## src/omt_pkg.sv

```systemverilog
// omt_pkg: shared constants, codes and record types of the order message translator
// used by omt_front, omt_queue, omt_back and the top level; depends on nothing
`default_nettype none
package omt_pkg;
	localparam int ORDER_SLOTS = 1024;
	localparam int SLOT_W = $clog2(ORDER_SLOTS);
	localparam int FILL_W = $clog2(ORDER_SLOTS + 1);
	localparam int MSG_BYTES = 34;
	localparam int OUT_BYTES = 48;
	localparam int CNT_W = 6;

	localparam logic [7:0] TYPE_ADD = 8'h41;
	localparam logic [7:0] TYPE_EXEC = 8'h45;
	localparam logic [7:0] TYPE_RED = 8'h58;
	localparam logic [7:0] TYPE_REPL = 8'h52;
	localparam logic [7:0] ASCII_SPACE = 8'h20;

	localparam logic [CNT_W-1:0] LEN_ADD = 6'd34;
	localparam logic [CNT_W-1:0] LEN_EXEC = 6'd21;
	localparam logic [CNT_W-1:0] LEN_RED = 6'd21;
	localparam logic [CNT_W-1:0] LEN_REPL = 6'd33;

	localparam logic [7:0] OUT_TYPE_ADD = 8'd1;
	localparam logic [7:0] OUT_TYPE_EXEC = 8'd2;
	localparam logic [7:0] OUT_TYPE_RED = 8'd3;
	localparam logic [7:0] OUT_TYPE_REPL = 8'd4;
	localparam logic [7:0] SIZE_ADD = 8'h2C;
	localparam logic [7:0] SIZE_EXEC = 8'h28;
	localparam logic [7:0] SIZE_RED = 8'h20;
	localparam logic [7:0] SIZE_REPL = 8'h30;

	localparam logic [10:0] EXP_BIAS = 11'd1023;

	typedef enum logic [2:0] {
		KIND_ADD,
		KIND_EXEC,
		KIND_RED,
		KIND_REPL,
		KIND_BAD
	} kind_t;

	typedef enum logic [1:0] {
		ST_OK = 2'd0,
		ST_BAD_TYPE = 2'd1,
		ST_NO_ORDER = 2'd2,
		ST_FULL = 2'd3
	} status_t;

	typedef logic [MSG_BYTES-1:0][7:0] msg_bytes_t;

	typedef struct packed {
		kind_t kind;
		msg_bytes_t bytes;
	} msg_t;

	typedef struct packed {
		logic [63:0] key;
		logic [63:0] sym;
		logic [31:0] shares;
		logic [31:0] price;
	} row_t;

	typedef struct packed {
		logic full;
		logic empty;
	} q_stat_t;
endpackage
`default_nettype wire

```

## src/omt_ifs.sv

```systemverilog
// omt_ifs: request channels of the order message translator (input bytes, output
// bytes, configuration write); no dependencies
`default_nettype none
interface omt_byte_if;
	logic valid;
	logic ready;
	logic [7:0] in_byte;
	modport source(output valid, output in_byte, input ready);
	modport sink(input valid, input in_byte, output ready);
endinterface

`default_nettype wire

```

## src/omt_front.sv

```systemverilog
// omt_front: collects input bytes into messages and classifies them by type byte
// depends on omt_pkg and omt_ifs
`default_nettype none
module omt_front (
	input  wire logic           clk,
	input  wire logic           arst_n,
	omt_byte_if.sink            feed,
	input  omt_pkg::q_stat_t    q_stat,
	output logic                q_push,
	output omt_pkg::msg_t       q_msg
);
	omt_pkg::msg_bytes_t mbuf_q;
	omt_pkg::msg_bytes_t nbuf;
	logic [omt_pkg::CNT_W-1:0] cnt_q;
	logic [omt_pkg::CNT_W-1:0] need;
	omt_pkg::kind_t kind;
	logic known;
	logic acc;
	logic done;

	assign feed.ready = !q_stat.full;
	assign acc = feed.valid && feed.ready;

	always_comb begin
		nbuf = mbuf_q;
		nbuf[cnt_q] = feed.in_byte;
		known = 1'b1;
		unique case (nbuf[0])
			omt_pkg::TYPE_ADD: begin
				kind = omt_pkg::KIND_ADD;
				need = omt_pkg::LEN_ADD;
			end
			omt_pkg::TYPE_EXEC: begin
				kind = omt_pkg::KIND_EXEC;
				need = omt_pkg::LEN_EXEC;
			end
			omt_pkg::TYPE_RED: begin
				kind = omt_pkg::KIND_RED;
				need = omt_pkg::LEN_RED;
			end
			omt_pkg::TYPE_REPL: begin
				kind = omt_pkg::KIND_REPL;
				need = omt_pkg::LEN_REPL;
			end
			default: begin
				kind = omt_pkg::KIND_BAD;
				need = '0;
				known = 1'b0;
			end
		endcase
	end

	assign done = !known || (cnt_q + 6'd1 == need);
	assign q_push = acc && done;
	assign q_msg.kind = kind;
	assign q_msg.bytes = nbuf;

	always_ff @(posedge clk or negedge arst_n) begin
		if (!arst_n) begin
			cnt_q <= '0;
		end else if (acc) begin
			cnt_q <= done ? '0 : cnt_q + 6'd1;
		end
	end

	always_ff @(posedge clk) begin
		if (acc) begin
			mbuf_q <= nbuf;
		end
	end
endmodule
`default_nettype wire

```

## src/flat_wrapper.sv

```systemverilog
// flat-port wrapper written by rule: the top's interface ports become plain ports
module omt_front_flat 
  (clk, arst_n, q_stat, q_push, q_msg, feed_valid, feed_in_byte, feed_ready);
  omt_byte_if feed_i ();
  input  wire logic clk;
  input  wire logic arst_n;
  input  omt_pkg::q_stat_t q_stat;
  output logic q_push;
  output omt_pkg::msg_t q_msg;
  input wire logic [$bits(feed_i.valid)-1:0] feed_valid;
  input wire logic [$bits(feed_i.in_byte)-1:0] feed_in_byte;
  output wire logic [$bits(feed_i.ready)-1:0] feed_ready;
  assign feed_i.valid = feed_valid;
  assign feed_i.in_byte = feed_in_byte;
  assign feed_ready = feed_i.ready;
  omt_front u_core (.clk(clk), .arst_n(arst_n), .feed(feed_i), .q_stat(q_stat), .q_push(q_push), .q_msg(q_msg));
endmodule
```

## config.mk

```make
export PLATFORM = sky130hd
export DESIGN_NAME = omt_front_flat
export DESIGN_NICKNAME = d
export VERILOG_FILES = /design/src/omt_pkg.sv /design/src/omt_ifs.sv /design/src/omt_front.sv /design/src/flat_wrapper.sv
export SDC_FILE = /design/constraint.sdc
export NUM_CORES = 1
export LEC_CHECK = 0
export BUFFER_PORTS_ARGS = -buffer_cell sky130_fd_sc_hd__clkbuf_2
export CAP_MARGIN = 20
export CORE_UTILIZATION = 50
export CTS_CLUSTER_SIZE = 8
export DETAILED_ROUTE_END_ITERATION = 8
export PLACE_DENSITY = 0.8
export SYNTH_ARGS = -nofsm -noshare
export SYNTH_HDL_FRONTEND = slang
export SYNTH_SLANG_ARGS = --single-unit
export TNS_END_PERCENT = 50
```

## constraint.sdc

```tcl
create_clock -name clk -period 10.6 [get_ports clk]
set_input_delay 1.06 -clock clk [delete_from_list [all_inputs] [get_ports clk]]
set_output_delay 1.06 -clock clk [all_outputs]
set_load 0.05 [all_outputs]
```

# Word level (Yosys, flattened, before mapping)
# Cells that the tools add are included.
# totals
regBits,278
out_inout_bits,277
elab_cells,58
# op_classes
addsub,1
order_cmp,2
n_eq_ne,5
muxes,7
n_reduce_logical,8
# op_table
cell,count
$bwmux 272,1
$demux 8 s6,1
$eq 8x7->1 const B,4
$pmux 6 s3,1
$pmux 3 s4,1
$mux 8,1
$lt 6x7->1 const B,1
$add 6x1->6 const B,1
$eq 6x6->1,1
$ge 6x1->1 const B,1
$mux 6,1
$reduce_or 4->1,1
$logic_and 1x1->1,3
$logic_not 1->1,2
$reduce_or 2->1,1
$logic_or 1x1->1,1
$mux 1,1

# Logic depth before layout (Yosys ltp)
# depth
word_depth,11
ltp_mapped,10
mapped_depth_nobuf,8

# Worst setup path after synthesis
# OpenSTA, ideal clock, no wires.
# synth_timing
kind,input-to-output
start,input q_stat[1] (netlist bit)
end,output q_push
arrival_ns,7.925
path_slack_ns,1.615
stages,4
n_path_buf,0
cell_sequence,inv_1 -> nand2_1 -> inv_1 -> and2_1
# synth_between
elab_chain_cells,3
# synth_rtl
element,line_no,source
"start, declared",flat_wrapper.sv:7,input omt_pkg::q_stat_t q_stat;
$logic_not 1->1,omt_front.sv:21,assign feed.ready = !q_stat.full;
$logic_and 1x1->1,omt_front.sv:22,assign acc = feed.valid && feed.ready;
net u_core.acc,omt_front.sv:18,logic acc;
$logic_and 1x1->1,omt_front.sv:54,assign q_push = acc && done;
"end, declared",flat_wrapper.sv:8,output logic q_push;
# The timed path passes the listed nets, and every way through them passes these cells.

# Final worst setup path
# layout_timing
start,input feed_in_byte[6]
end,output q_push
# layout_between
elab_chain_cells,7
word_cells_on_any_way,13
# layout_rtl
element,line_no,source
"start, declared",flat_wrapper.sv:11,input wire logic [$bits(feed_i.in_byte)-1:0] feed_in_byte;
$bwmux 272 (*),omt_front.sv:26,nbuf[cnt_q] = feed.in_byte;
$eq 8x7->1,omt_front.sv:28,unique case (nbuf[0])
$reduce_or 2->1 (no source line) / $reduce_or 4->1 (equally long branches),--,
$pmux 6 s3 / $mux 1 (equally long branches),omt_front.sv:28,
$eq 6x6->1 / $logic_not 1->1 (equally long branches),omt_front.sv:53,assign done = !known || (cnt_q + 6'd1 == need);
$logic_or 1x1->1 (*),omt_front.sv:53,
$logic_and 1x1->1 (*),omt_front.sv:54,
# Every way passes the cells marked *; elsewhere a longest branch is shown, timed or not.

==> reports/results.txt <==
Max Fclk = 0.216 GHz
DRC Markers = 0
Post-Syn Nets = 759
Yosys reg bits = 278
CTS buffer count = 40
Setup CP Type = input port to output pin
Worst path max stage delay = 0.45 ns
H-tree Lvls = 2
Switching portion of total power = 36.2%
Post-synth ARST share = 2.16%
Fillers = 1858
GR Util met1 = 30.5%
Clock Power Share = 31.9%
Initial DRC Count = 517
Final Cycle Share = 43.8%
Most numerous cell in the Yosys netlist = edfxtp_1
Sink Count = 278
Footprint of the multi-input gates = 3930 um2
Synth cell count leaders = edfxtp_1, mux2_2, nand2_1
CTS max path bufs = 3
Arrival time at the worst endpoint = 3.58 ns
Sequential cell area = 8320 um2
Routed len/inst = 22.1 um
I/O pins = 290
Synth Area in Adders = 0.100%
M3 GR Usage = 6.29%
First-pass GRT wire length = 46500 um
CP top delay family = compound AO/OA/AOI/OAI gates
Post-synthesis compound-gate area fraction = 1.70%
Data required, critical path = 9.54 ns
Synth cell types = 56
Final hold violation count = 0
Critical path fanouts, max = 36
Die W = 160 um
YS warnings = 0
Final RePlAce weighted congestion = 0.811
All-Layer GR Usage = 23.7%
Final setup violating endpoints = 0
Mux cell area share after synthesis = 23.9%
Critical-path cell list = clkbuf_2 > buf_4 > nor4b_2 > nand4b_1 > a32oi_1 > a32oi_1 > o22a_2 > o21ai_2 > and2_1 > clkbuf_2
Actual slew at the worst max-slew pin = 1.08 ns
Antenna violations before repair = 0
Post-Syn Instances = 745
Worst path depth = 10
Crit path launch type = input port
Post-Route Utilization = 62.6%
Flop pwr share = 38.7%
Fin nets = 1054
Worst slack at placement = 6.00 ns
Final setup TNS = 0 ns
Die Ht = 160 um
Share of cells above drive strength 1 = 59.9%
Port buffer count = 288
Cell Pwr Density = 229 nW/um2
Max-Cap Viols = 0
Initial Util = 51.2%
Sequential area share after synthesis = 66.7%
Pins over their slew limit = 0
Largest net degree at the start of global routing = 113
Simple-Gate Fraction of Synth Area = 5.51%
Hold Path Class = input port to async pin
Crit. End Element = output pin
N_diodes = 0
Static Leak = 5.80 nW
Worst vdd rail ir drop = 134 uV
Vias in the first global route = 7849
Synth area leaders = edfxtp_1, mux2_2, nand2_1, dfrtp_1, clkbuf_1
Cell Area, Synth = 12500 um2
Top FF cell, synth = edfxtp_1
GR peak layer = met2
CTS hold repair buffers = 0
Reg2reg path depth = 4
Met2 usage = 39.3%
Avg Inst Size Synth = 16.8 um2
Area grow syn2layout = 22.4%
WL final = 30400 um
Post-CTS setup buffer count = 0
CTS tree = yes
Clock root cell = clkbuf_16
Cell internal pwr = 2.23 mW
# resized after CTS = 0
Worst path slowest cell = nor4b_2
NetSw = 1.27 mW
Register clock-pin slew on the reported worst setup and hold paths = 0.05 ns
Setup WS post-layout = 5.96 ns
Final HPWL DP = 19100 um
Core Rows = 57
Via density = 5.63
Via count = 7733
Core Region = 24400 um2
Die area = 25600 um2
Yosys top cell area share = 65.5%
Crit path buffers/inverters = 3
Gr ovfl total = 0
Clock Latency Late Sink = 0.52 ns
Drt first pass iters = 7
Share of total power in combinational logic = 29.4%
Post-synthesis xor/xnor area fraction = 0.211%
Status = finished, final reports clean
RSZ-0062 raised after global routing = false
Fin crit period = 4.64 ns
Post-DRT Antenna Nets = 0
Max transition margin = 27.7%
Biggest area consumer among synthesized cells = edfxtp_1
Number of enable flip-flop cells after synthesis = 272
Largest family of logic cells by synthesized area = multiplexers
Setup Skew = 0.0137 ns
-- worst reg2reg max path, stage by stage, from the launching register on --
cell and delay (ns):
dfrtp_1 0.60, inv_1 0.18, nor3_1 0.77, nand3_1 0.56
mux2_2 0.46
-- final timing paths --
check | startpoint | end | slack, ns
hold / removal | arst_n | u_core.cnt_q[0] | 0.36
max in group asynchronous | arst_n | u_core.cnt_q[2] | 10.09
setup reg to reg | u_core.cnt_q[0] | u_core.mbuf_q[265] | 7.77
setup / recovery | feed_in_byte[6] | q_push | 5.96
min in group clk | u_core.mbuf_q[17] | u_core.mbuf_q[17] | 0.56
hold reg to reg | u_core.mbuf_q[17] | u_core.mbuf_q[17] | 0.56
-- routing by layer --
metal	vias to the layer above	wire, um
met5	-	0
met4	0	743
met3	53	1940
met2	281	15000
met1	3929	12700
li1	3470	-
-- state kept, by name, indices dropped and copies added, names as in the netlist --
name and count:
u_core.cnt_q 6, u_core.mbuf_q 272
-- per-stage QoR --
stage                     power (mW)  std cells  hold slack, ns  cell area (um2)
after floorplan                 2.18        745           0.610            12500
after global placement          2.38       1322           0.549            14200
after detailed placement        2.40       1322           0.554            14200
after CTS                       3.52       1373           0.350            15300
after global routing            3.62       1373           0.348            15300
final                           3.50       1373           0.360            15300
-- final cells by class --
type	instances	area share, %
sequential	278	54.5
multi-input combinational	416	25.7
timing repair buffer	298	9.93
clock buffer	47	6.73
tap	324	2.65
clock inverter	4	0.319
inverter	6	0.197
-- cell families after synthesis --
group,count (synthesis)
buffers and inverters,51
flip-flops,278
multiplexers,265
XOR/XNOR,3
adder cells (fa/ha/maj),1
AO/OA/AOI/OAI,22
AND/OR/NAND/NOR,125
-- power by group through the flow --
stage                     logic, mW  clock network, mW  registers (mW)
final                          1.03               1.12            1.35
after global routing           1.08               1.19            1.36
after CTS                      1.03               1.14            1.35
after detailed placement       1.03                  0            1.37
after global placement         1.01                  0            1.37
after floorplan               0.826                  0            1.35
-- cells in the final DEF (no fill, tap or decap), drive strengths merged, types with 2 or more instances in the layout --
cell | synthesis | routed
nor3b | 5 | 5
nand3 | 6 | 6
nor4 | 3 | 3
nor2b | 3 | 3
nor2 | 18 | 18
nand2 | 59 | 59
mux2 | 265 | 265
o221ai | 3 | 3
dfrtp | 6 | 6
o41ai | 2 | 2
or3 | 3 | 3
nor4b | 4 | 4
or2 | 2 | 2
xnor2 | 2 | 2
inv | 6 | 8
clkinv | 0 | 2
o21ai | 6 | 6
nand3b | 3 | 3
clkbuf | 26 | 335
a32oi | 2 | 2
edfxtp | 272 | 272
nor3 | 5 | 5
nand4 | 5 | 5
and2 | 3 | 3
buf | 19 | 10
Power figures use the tool's default switching activity.
