[config.mk]
export PLATFORM = sky130hd
export DESIGN_NAME = omt_queue
export DESIGN_NICKNAME = d
export VERILOG_FILES = /design/src/omt_pkg.sv /design/src/omt_queue.sv
export SDC_FILE = /design/constraint.sdc
export NUM_CORES = 1
export LEC_CHECK = 0
export ABC_AREA = 1
export BUFFER_PORTS_ARGS = -buffer_cell sky130_fd_sc_hd__buf_4
export CELL_PAD_IN_SITES_DETAIL_PLACEMENT = 0
export CELL_PAD_IN_SITES_GLOBAL_PLACEMENT = 2
export CORE_MARGIN = 8
export CORE_UTILIZATION = 35
export CTS_CLUSTER_DIAMETER = 80
export DETAILED_ROUTE_END_ITERATION = 8
export GPL_ROUTABILITY_DRIVEN = 0
export PLACE_DENSITY = 0.85
export REMOVE_ABC_BUFFERS = 1
export SYNTH_ARGS = -nofsm -noshare
export SYNTH_HDL_FRONTEND = slang
export SYNTH_SLANG_ARGS = --single-unit
[constraint.sdc]
create_clock -name clk -period 14.3 [get_ports clk]
set_input_delay 2.145 -clock clk [delete_from_list [all_inputs] [get_ports clk]]
set_output_delay 2.145 -clock clk [all_outputs]
set_load 0.03 [all_outputs]
[src/omt_pkg.sv]
// omt_pkg: shared constants, codes and record types of the order message translator
// used by omt_front, omt_queue, omt_back and the top level; depends on nothing
`default_nettype none
package omt_pkg;
	localparam int ORDER_SLOTS = 1024;
	localparam int SLOT_W = $clog2(ORDER_SLOTS);
	localparam int FILL_W = $clog2(ORDER_SLOTS + 1);
	localparam int MSG_BYTES = 34;
	localparam int OUT_BYTES = 48;
	localparam int CNT_W = 6;

	localparam logic [7:0] TYPE_ADD = 8'h41;
	localparam logic [7:0] TYPE_EXEC = 8'h45;
	localparam logic [7:0] TYPE_RED = 8'h58;
	localparam logic [7:0] TYPE_REPL = 8'h52;
	localparam logic [7:0] ASCII_SPACE = 8'h20;

	localparam logic [CNT_W-1:0] LEN_ADD = 6'd34;
	localparam logic [CNT_W-1:0] LEN_EXEC = 6'd21;
	localparam logic [CNT_W-1:0] LEN_RED = 6'd21;
	localparam logic [CNT_W-1:0] LEN_REPL = 6'd33;

	localparam logic [7:0] OUT_TYPE_ADD = 8'd1;
	localparam logic [7:0] OUT_TYPE_EXEC = 8'd2;
	localparam logic [7:0] OUT_TYPE_RED = 8'd3;
	localparam logic [7:0] OUT_TYPE_REPL = 8'd4;
	localparam logic [7:0] SIZE_ADD = 8'h2C;
	localparam logic [7:0] SIZE_EXEC = 8'h28;
	localparam logic [7:0] SIZE_RED = 8'h20;
	localparam logic [7:0] SIZE_REPL = 8'h30;

	localparam logic [10:0] EXP_BIAS = 11'd1023;

	typedef enum logic [2:0] {
		KIND_ADD,
		KIND_EXEC,
		KIND_RED,
		KIND_REPL,
		KIND_BAD
	} kind_t;

	typedef enum logic [1:0] {
		ST_OK = 2'd0,
		ST_BAD_TYPE = 2'd1,
		ST_NO_ORDER = 2'd2,
		ST_FULL = 2'd3
	} status_t;

	typedef logic [MSG_BYTES-1:0][7:0] msg_bytes_t;

	typedef struct packed {
		kind_t kind;
		msg_bytes_t bytes;
	} msg_t;

	typedef struct packed {
		logic [63:0] key;
		logic [63:0] sym;
		logic [31:0] shares;
		logic [31:0] price;
	} row_t;

	typedef struct packed {
		logic full;
		logic empty;
	} q_stat_t;
endpackage
`default_nettype wire

[src/omt_queue.sv]
// omt_queue: two-entry message queue between front and back
// depends on omt_pkg
`default_nettype none
module omt_queue (
	input  wire logic        clk,
	input  wire logic        arst_n,
	input  wire logic        push,
	input  omt_pkg::msg_t    wr_msg,
	input  wire logic        pop,
	output omt_pkg::msg_t    rd_msg,
	output omt_pkg::q_stat_t stat
);
	omt_pkg::msg_t slot_q [2];
	logic wptr_q;
	logic rptr_q;
	logic [1:0] cnt_q;

	assign stat.full = cnt_q == 2'd2;
	assign stat.empty = cnt_q == 2'd0;
	assign rd_msg = slot_q[rptr_q];

	always_ff @(posedge clk or negedge arst_n) begin
		if (!arst_n) begin
			wptr_q <= 1'b0;
			rptr_q <= 1'b0;
			cnt_q <= '0;
		end else begin
			if (push) wptr_q <= !wptr_q;
			if (pop) rptr_q <= !rptr_q;
			cnt_q <= cnt_q + 2'(push) - 2'(pop);
		end
	end

	always_ff @(posedge clk) begin
		if (push) begin
			slot_q[wptr_q] <= wr_msg;
		end
	end
endmodule
`default_nettype wire

; Word-level counts from Yosys, hierarchy flattened
; Memories as Yosys holds them, arrays and structs flattened.
; Cells that the tools add are included.
[word_totals]
memories = 1
wordCells = 12
ff_bits = 4
ram_bits = 550
[op_classes]
n_addsub = 2
n_mux = 2
reduce_logical = 3
eq_ne = 1
[mem_list]
columns = memory, depth, word_bits, rd, rd_clocked_by_memory_dff, wr, line
row1 = slot_q, 2, 275, 1, 0, 1, omt_queue.sv:13  ; omt_pkg::msg_t slot_q [2];
[op_table]
columns = operator, n
row1 = $add 2x1->2, 1
row2 = $eq 2x2->1 const B, 1
row3 = $logic_not 1->1, 2
row4 = $logic_not 2->1, 1
row5 = $mux 1, 2
row6 = $sub 2x1->2, 1

; Depth between registers and ports, before layout
; Gate-level depths: netlist of run 1.
[logic_depth]
depth_word = 2
depth_mapped = 7
depth_no_buf = 7

; Least setup slack after synthesis of run 1
; Ideal clock, no wire load.
[synth_timing]
kind = input port to flip-flop
startpoint = in push
endpoint = mem slot_q[0][0] (netlist bit) (enable)
path_slack_ns = -0.295
setup_time_ns = 0.924
arrival_time_ns = 13.671
cell_stages = 2
cell_sequence = inv_1 > nor2_1
[synth_via]
elab_chain_cells = 2
[synth_rtl]
columns = item, line
row1 = from (decl), omt_queue.sv:7  ; input wire logic push,
row2 = $mux 1, omt_queue.sv:35  ; if (push) begin
row3 = $mux 1 (implied by the code), omt_queue.sv:36  ; slot_q[wptr_q] <= wr_msg;
row4 = to (decl), omt_queue.sv:13
; Every way passes these cells.

==> run_results.csv, run 1 <==
group,metric,value,unit
clock_tree,cts_buffers,59,
worst_setup_path,slowest_stage,"buf_4",
power_and_ir_drop,vdd_drop_max,0.179,mV
floorplanning,die_h,258,um
clock_tree,htreeDepth,2,
clock_tree,post_cts_buffers,0,
worst_setup_path,cp-end-kind,"primary output",
placement,placed_cells,2730,
synth,synth_seq_cells,554,
floorplanning,start_util,35.5,%
floorplanning,pin_count,556,
cells_and_area,drive_gt1_share,31.2,%
power_and_ir_drop,p_sw,2340,uW
worst_setup_path,crit_chain,"buf_12 -> buf_4 -> o21ai_0 -> buf_4",
sta,fin_skew,20.5,ps
clock_tree,insertion_delay,590,ps
detailed_routing,drc,0,
sta,tightestPinTransition,1090,ps
power_and_ir_drop,seqPwrFrac,37.0,%
cells_and_area,seq_area,0.0166,mm2
cells_and_area,syn2layout_area_growth,32.9,%
synth,syn-instance-count,1461,
worst_setup_path,r2r_cells,4,
clock_tree,cts.path.max_buffers,3,
grt,grt_pass1_vias,12700,
detailed_routing,antenna_left,0,
power_and_ir_drop,power.total,6070,uW
clock_tree,cts_resized,0,
synth,synth.area.top_cells,"edfxtp_1 (80%), o21ai_0 (6.4%), inv_1 (5.2%)",
worst_setup_path,worstPathRequired,12150,ps
sta,relSlewSlack,27.1,%
run,maxCapViolations,0,
synth,synth_cell_types,14,
sta,finalSetupTns,0,ps
worst_setup_path,cp_data_arrival_time,3790,ps
sta,timing.final.crit_share,41.5,%
detailed_routing,drtIter0Drc,694,
detailed_routing,wl_per_cell,18.1,um
power_and_ir_drop,pwr-share-comb,38.8,%
worst_setup_path,crit_fanout,271,
power_and_ir_drop,p_clk_share,24.2,%
clock_tree,cts_sinks,554,
sta,drv_slew,0,
grt,track_usage,14.7,%
floorplanning,die_area,0.0667,mm2
worst_setup_path,cp_num_buf_inv,3,
cells_and_area,nets,2307,
grt,antenna_found_initial,4,
detailed_routing,drt_wl_total,51.6,mm
cells_and_area,fillCellCount,5158,
synth,ys_seq_area_share,80.9,%
sta,fin_hold_ws,551,ps
synth,synth_warnings,0,
worst_setup_path,slowest_delay,900,ps
power_and_ir_drop,swShare,38.5,%
cells_and_area,finalCoreUtilization,47.2,%
clock_tree,tritoncts,"built",
placement,dp_hpwl,36.0,mm
power_and_ir_drop,powerDensity,222,mW/mm2
worst_setup_path,r2r_end,"slot_q[1][215]",
clock_tree,postCtsHoldBufs,0,
floorplanning,die_w,258,um
floorplanning,coreArea,0.0578,mm2
worst_setup_path,crit_family,"buffers and inverters",
worst_setup_path,worstSetupPathType,"register to primary output",
power_and_ir_drop,internal_power,3730,uW
detailed_routing,first_pass_iters,4,
placement,io_buffers,555,
sta,hold_viol,0,
grt,grt_max_degree,272,
cells_and_area,stdcell_count,2843,
synth,synth_area,0.0205,mm2
power_and_ir_drop,p_leak,0.0114,uW
cells_and_area,multi_input_area,0.00250,mm2
hold_path,holdPathStages,1,
synth,synth.avg_cell_area,14.1,um2
outcome,outcome,"completed",
hold_path,min_to,"wptr_q",
synth,synth_top_area_share,80.4,%
worst_setup_path,cp-start-kind,"register",
sta,max_freq,0.168,GHz
hold_path,min_path_type,"register to register",
floorplanning,rows,88,
sta,finalSetupViolations,0,
synth,synth_largest_area_cell,"edfxtp_1",
hold_path,min_from,"wptr_q",
worst_setup_path,r2r_slack,11070,ps
worst_setup_path,r2r-start,"wptr_q",
sta,fin_crit,5940,ps
sta,rsz0062_at_grt,"no",
detailed_routing,viasPerCell,4.37,
clock_tree,cts.reportedPaths.clkPinSlew,60,ps
grt,grt-ovfl-total,0,
grt,grt_pass1_wl,75.9,mm
clock_tree,root_buffer,"clkbuf_16",
worst_setup_path,crit_top_cell,"buf_4",
detailed_routing,dr_total_vias,12400,
-- metrics by stage --
| stage | area [um2] | setup slack, ps |
|---|---|---|
| after floorplan | 20200 | -295 |
| after detailed placement | 25400 | 9020 |
| after global routing | 27300 | 8080 |
| after CTS | 27300 | 8360 |
| after global placement | 25400 | 9050 |
| final | 27300 | 8360 |
-- cells in the final DEF (no fill, tap or decap), drive strengths merged --
cell / n
clkinvlp: 2
bufinv: 5
diode: 3
edfxtp: 550
nand3: 1
clkbuf: 79
xor2: 2
o21ai: 275
buf: 565
nand2: 281
ha: 2
dfrtp: 4
clkinv: 22
nor2: 3
inv: 284
-- worst max path at each step --
stage | startpoint | to | slack [ps] | depth (start not counted)
after floorplan | push | slot_q[0][0] | -300 | 2
after global placement | rptr_q | rd_msg[151] | 9050 | 4
after detailed placement | rptr_q | rd_msg[136] | 9020 | 4
after CTS | rptr_q | rd_msg[136] | 8360 | 4
after global routing | rptr_q | rd_msg[223] | 8080 | 4
final | rptr_q | rd_msg[151] | 8360 | 4
-- registers in the layout, indices dropped and copies added (netlist names) --
| name | flops |
|---|---|
| cnt_q | 2 |
| wptr_q | 1 |
| slot_q | 550 |
| rptr_q | 1 |
-- cells in the mapped netlist --
library cell    n
clkbuf_1       16
inv_1         282
xor2_1          2
dfrtp_1         4
o21ai_0       262
buf_4          20
nand3_1         1
edfxtp_1      550
buf_2          20
o21ai_1        13
nor2_1          3
ha_1            2
nand2_1       281
buf_6           5
-- worst register-to-register path, cell delays in order (launching register included) --
cell and delay, ps:
dfrtp_1 420, nand2_1 160, inv_8 460, buf_4 860
buf_4 870
-- final cells by class --
| cell class | count | area share (%) |
|---|---|---|
| timing repair buffer | 565 | 15.6 |
| clock inverter | 31 | 1.04 |
| clock buffer | 79 | 5.84 |
| sequential | 554 | 60.9 |
| tap | 765 | 3.51 |
| inverter | 282 | 3.91 |
| multi-input combinational | 564 | 9.15 |
| antenna | 3 | 0.0275 |
-- power by group through the flow --
stage / clock (uW) / combinational (uW) / sequential, uW
after detailed placement: 0 / 2400 / 2280
after floorplan: 0 / 1420 / 2490
after global routing: 1580 / 2530 / 2270
after global placement: 0 / 2390 / 2270
after CTS: 1520 / 2410 / 2250
final: 1470 / 2350 / 2240
-- logic make-up after synthesis --
| family | share of synthesized area [%] |
|---|---|
| buffers and inverters | 6.94 |
| AOI/OAI and AO/OA | 6.70 |
| and+or+nand+nor | 5.22 |
| adders and majority gates | 0.122 |
| DFF | 80.9 |
| xor gates and xnor gates | 0.0853 |
-- layer usage --
metal  wire (um)  vias up  track usage, %
li1            -     6081               -
met1       18800     5865            16.2
met2       26100      390            25.6
met3        4940       98            6.05
met4        1670        2            5.28
met5          13        -               0
(Power assumes the default switching activity.)
==> run 2, diff against run 1 <==
==> constraint.sdc (replaced) <==
create_clock -name clk -period 6.1 [get_ports clk]
set_input_delay 0.915 -clock clk [delete_from_list [all_inputs] [get_ports clk]]
set_output_delay 0.915 -clock clk [all_outputs]
set_load 0.03 [all_outputs]
==> run_results.csv, run 2 (synthesized netlist as in run 1, its figures left out) <==
group,metric,value,unit
outcome,outcome,"completed",
detailed_routing,dr_total_vias,12400,
clock_tree,tritoncts,"built",
clock_tree,root_buffer,"clkbuf_16",
floorplanning,die_w,258,um
sta,max_freq,0.263,GHz
clock_tree,cts_sinks,554,
cells_and_area,drive_gt1_share,31.6,%
detailed_routing,drc,0,
worst_setup_path,cp-end-kind,"primary output",
clock_tree,cts.reportedPaths.clkPinSlew,60,ps
clock_tree,post_cts_buffers,0,
clock_tree,htreeDepth,2,
grt,grt_pass1_wl,74.8,mm
power_and_ir_drop,vdd_drop_max,0.517,mV
detailed_routing,viasPerCell,4.38,
sta,rsz0062_at_grt,"no",
cells_and_area,syn2layout_area_growth,32.7,%
clock_tree,insertion_delay,580,ps
floorplanning,coreArea,0.0578,mm2
sta,drv_slew,0,
worst_setup_path,cp_num_buf_inv,2,
detailed_routing,drt_wl_total,51.0,mm
grt,grt_max_degree,209,
cells_and_area,finalCoreUtilization,47.1,%
cells_and_area,seq_area,0.0166,mm2
run,maxCapViolations,0,
cells_and_area,largest_reg_flops,550,
sta,fin_hold_ws,135,ps
sta,tightestPinTransition,1030,ps
cells_and_area,mostFrequentLayoutCells,"buf_4 (557), edfxtp_1 (550), inv_1 (281), nand2_1 (281), o21ai_0 (262)",
cells_and_area,fillCellCount,5135,
power_and_ir_drop,p_leak,0.0114,uW
sta,hold_viol,0,
worst_setup_path,cp_data_arrival_time,2890,ps
grt,grt-ovfl-total,0,
cells_and_area,nets,2301,
worst_setup_path,slowest_stage,"dfrtp_4",
cells_and_area,final_common_cell,"buf_4",
cells_and_area,largest_register,"slot_q",
placement,dp_hpwl,35.4,mm
floorplanning,start_util,35.5,%
detailed_routing,wl_per_cell,18.0,um
cells_and_area,multi_input_area,0.00250,mm2
floorplanning,die_h,258,um
detailed_routing,drtIter0Drc,857,
grt,grt_pass1_vias,12400,
clock_tree,cts.path.max_buffers,3,
clock_tree,postCtsHoldBufs,0,
clock_tree,cts_buffers,56,
sta,fin_skew,8.37,ps
grt,antenna_found_initial,3,
floorplanning,pin_count,556,
detailed_routing,antenna_left,0,
power_and_ir_drop,powerDensity,520,mW/mm2
worst_setup_path,slowest_delay,1000,ps
sta,relSlewSlack,31.0,%
cells_and_area,reg.largest.list,"slot_q: 550 flops, cnt_q: 2 flops",
worst_setup_path,worstSetupPathType,"register to primary output",
clock_tree,cts_resized,0,
placement,io_buffers,555,
detailed_routing,first_pass_iters,5,
floorplanning,die_area,0.0667,mm2
sta,finalSetupViolations,0,
sta,timing.final.crit_share,62.3,%
floorplanning,rows,88,
worst_setup_path,cp-start-kind,"register",
worst_setup_path,crit_fanout,191,
sta,fin_crit,3800,ps
worst_setup_path,r2r_cells,3,
worst_setup_path,worstPathRequired,5180,ps
worst_setup_path,crit_chain,"buf_12 -> o21ai_0 -> buf_4",
worst_setup_path,crit_family,"flip-flops",
grt,track_usage,14.5,%
worst_setup_path,cp.depth,3,
hold_path,min_path_type,"input pin to async pin",
==> run 2: layout make-up <==
class,count,share of cell area [%]
sequential,554,61.0
timing repair buffer,562,15.7
multi-input combinational,564,9.17
clock buffer,59,5.26
inverter,282,3.91
tap,765,3.51
clock inverter,42,1.40
antenna,2,0.0184
==> run 2: layer usage <==
metal,wire length (um),vias up,track usage (%)
li1,-,6056,-
met1,18900,5897,16.1
met2,26500,365,25.8
met3,4610,70,5.58
met4,972,2,3.75
met5,13,-,0
==> run 2: through the flow <==
stage | instances | power, uW | cell area, um2 | TNS, ps | worst slack (ps)
after floorplan | 1400 | 8690 | 20200 | -3490400 | -7270
after global placement | 2727 | 10900 | 25400 | 0 | 2900
after detailed placement | 2727 | 11000 | 25400 | 0 | 2880
after CTS | 2828 | 14400 | 27200 | 0 | 2210
after global routing | 2830 | 14900 | 27200 | 0 | 2060
final | 2830 | 14200 | 27200 | 0 | 2300
==> run 2: path summary, 6_finish.rpt <==
kind                                  from        endpoint  slack, ps
worst max-delay path                rptr_q      rd_msg[43]       2300
worst min-delay path                arst_n          wptr_q        130
worst max register to register      wptr_q  slot_q[1][248]       3750
worst min register to register      wptr_q          wptr_q        540
max in group asynchronous           arst_n          rptr_q       5830
min in group clk                wr_msg[42]   slot_q[1][42]        510
==> run 2: report_power, final <==
part	switching, uW	total (uW)	internal, uW
Clock	1380	3370	1990
Combinational	3840	5500	1660
Sequential	238	5300	5060
==> run 3, diff against run 2 <==
--- a/config.mk
+++ b/config.mk
@@ -5,7 +5,7 @@
 export SDC_FILE = /design/constraint.sdc
 export NUM_CORES = 1
 export LEC_CHECK = 0
-export ABC_AREA = 1
+export ABC_AREA = 0
 export BUFFER_PORTS_ARGS = -buffer_cell sky130_fd_sc_hd__buf_4
 export CELL_PAD_IN_SITES_DETAIL_PLACEMENT = 0
 export CELL_PAD_IN_SITES_GLOBAL_PLACEMENT = 2
@@ -14,7 +14,7 @@
 export CTS_CLUSTER_DIAMETER = 80
 export DETAILED_ROUTE_END_ITERATION = 8
 export GPL_ROUTABILITY_DRIVEN = 0
-export PLACE_DENSITY = 0.85
+export PLACE_DENSITY = 0.78
 export REMOVE_ABC_BUFFERS = 1
 export SYNTH_ARGS = -nofsm -noshare
 export SYNTH_HDL_FRONTEND = slang
==> constraint.sdc (replaced) <==
create_clock -name clk -period 3.6 [get_ports clk]
set_input_delay 0.54 -clock clk [delete_from_list [all_inputs] [get_ports clk]]
set_output_delay 0.54 -clock clk [all_outputs]
set_load 0.03 [all_outputs]
==> run_results.csv, run 3 <==
group,metric,value,unit
worst_setup_path,cp_data_arrival_time,2400,ps
synth,synth_async_sr_flop_share,0.722,%
cells_and_area,largest_reg_flops,550,
sta,fin_crit,2940,ps
power_and_ir_drop,internal_power,16000,uW
cells_and_area,drive_gt1_share,61.0,%
grt,grt_pass1_wl,70.6,mm
sta,fin_hold_ws,129,ps
clock_tree,tritoncts,"built",
floorplanning,coreArea,0.0599,mm2
clock_tree,cts_resized,0,
clock_tree,cts.path.max_buffers,3,
sta,hold_viol,0,
sta,max_freq,0.340,GHz
floorplanning,pin_count,556,
synth,synth_edf_count,550,
sta,fin_skew,16.1,ps
power_and_ir_drop,seqPwrFrac,36.7,%
sta,rsz0062_at_grt,"no",
placement,placed_cell_area,0.0262,mm2
synth,synth_warnings,0,
detailed_routing,drc,0,
synth,synth_top_area_share,78.5,%
worst_setup_path,cp-start-kind,"register",
clock_tree,cts_sinks,554,
grt,grt_max_degree,71,
grt,track_usage,13.7,%
clock_tree,cts_buffers,57,
power_and_ir_drop,p_leak,0.0111,uW
synth,synthFlopType,"edfxtp_1",
detailed_routing,drt_wl_total,49.3,mm
outcome,outcome,"completed",
cells_and_area,fillCellCount,5098,
placement,dp_hpwl,35.5,mm
worst_setup_path,crit_fanout,29,
power_and_ir_drop,swShare,34.0,%
cells_and_area,design_area,0.0280,mm2
cells_and_area,mostFrequentLayoutCells,"buf_4 (570), edfxtp_1 (550), mux2_4 (240)",
power_and_ir_drop,pwr-share-comb,40.2,%
synth,syn-instance-count,871,
clock_tree,htreeDepth,2,
cells_and_area,largest_register,"slot_q",
detailed_routing,first_pass_iters,4,
power_and_ir_drop,p_sw,8220,uW
floorplanning,die_w,261,um
power_and_ir_drop,p_clk_share,23.1,%
cells_and_area,nets,1762,
hold_path,min_path_type,"input pin to register",
sta,finalSetupViolations,0,
floorplanning,die_h,261,um
grt,grt_pass1_vias,11100,
power_and_ir_drop,powerDensity,864,mW/mm2
cells_and_area,finalCoreUtilization,46.7,%
placement,io_buffers,555,
sta,tightestPinTransition,613,ps
synth,synth.area.top_cells,"edfxtp_1 (78%), mux2_4 (17%), mux2_2 (1.9%)",
floorplanning,rows,90,
cells_and_area,syn2layout_area_growth,33.1,%
grt,grt-ovfl-total,0,
synth,synth_area,0.0210,mm2
grt,antenna_found_initial,4,
cells_and_area,final_common_cell,"buf_4",
synth,synth_seq_cells,554,
detailed_routing,drtIter0Drc,419,
worst_setup_path,worstSetupPathType,"register to primary output",
floorplanning,die_area,0.0682,mm2
floorplanning,start_util,35.1,%
sta,drv_slew,0,
run,maxCapViolations,0,
detailed_routing,dr_total_vias,10200,
cells_and_area,reg.largest.list,"slot_q: 550 flops, cnt_q: 2 flops",
worst_setup_path,worstPathRequired,3060,ps
power_and_ir_drop,vdd_drop_max,0.577,mV
clock_tree,insertion_delay,590,ps
synth,synth_commonest_cells,"edfxtp_1 (550), mux2_4 (240), mux2_2 (35), buf_6 (28), dfrtp_1 (4)",
sta,timing.final.crit_share,81.8,%
detailed_routing,viasPerCell,4.43,
power_and_ir_drop,power.total,24200,uW
synth,synth.avg_cell_area,24.2,um2
synth,synth_largest_area_cell,"edfxtp_1",
detailed_routing,wl_per_cell,21.3,um
sta,relSlewSlack,59.1,%
synth,yosysMostFrequentCell,"edfxtp_1",
clock_tree,root_buffer,"clkbuf_16",
worst_setup_path,cp-end-kind,"primary output",
synth,ys_seq_area_share,79.0,%
detailed_routing,antenna_left,0,
clock_tree,cts.reportedPaths.clkPinSlew,60,ps
synth,synth_cell_types,13,
==> run 3: path summary, 6_finish.rpt <==
| path | from | end | slack, ps | cells after the start |
|---|---|---|---|---|
| max | rptr_q | rd_msg[7] | 660 | 3 |
| min | wr_msg[273] | slot_q[1][273] | 130 | 1 |
| max reg2reg | wptr_q | slot_q[0][113] | 1680 | 3 |
| min reg2reg | wptr_q | wptr_q | 550 | 1 |
| max in group asynchronous | arst_n | rptr_q | 3150 | 2 |
| min in group asynchronous | arst_n | rptr_q | 330 | 2 |
==> run 3: logic make-up after synthesis <==
group,synth area share [%]
xor+xnor,0.196
fa+ha+maj,0.119
buf+inv,1.61
flops,79.0
mux,19.0
simple gates,0.107
==> run 3: power groups by stage <==
| stage | sequential (uW) | clock, uW | combinational, uW |
|---|---|---|---|
| finish | 8880 | 5590 | 9730 |
| CTS | 8900 | 5770 | 9920 |
| detailed placement | 9030 | 0 | 9900 |
| global placement | 8970 | 0 | 9880 |
| floorplan | 9290 | 0 | 4040 |
| global route | 8990 | 6000 | 10200 |
==> run 3: cell type report <==
cell class	instances	area [um2]	area share [%]
Antenna cell	3	7.51	0.0268
Clock buffer	78	1550	5.53
Clock inverter	27	231	0.827
Inverter	2	7.51	0.0268
Multi-Input combinational cell	284	4100	14.6
Sequential cell	554	16600	59.4
Tap cell	782	978	3.49
Timing Repair Buffer	582	4510	16.1
==> run 3: per-stage QoR <==
stage / worst slack [ps] / TNS [ps] / cells
floorplan: -9860 / -5670590 / 840
global placement: 1270 / 0 / 2203
detailed placement: 1260 / 0 / 2203
CTS: 594 / 0 / 2309
global route: 540 / 0 / 2311
finish: 655 / 0 / 2312
==> run 3: per-layer routing <==
layer	vias up	track usage (%)	part of all wire, %
met5	-	0	0.026
met4	2	3.79	2.1
met3	76	6.27	10
met2	356	24.5	52
met1	5093	14.5	36
li1	4706	-	-
==> run 3: critical path: stages, from the launching register on <==
cell     delay [ps]
dfrtp_4         680
buf_4           530
mux2_2          400
buf_4           170
==> run 3: timing repair <==
action | in CTS | in global routing
hold endpoints to repair | 4 | 0
buffers inserted | 0 | 0
hold buffers | 1 | 0
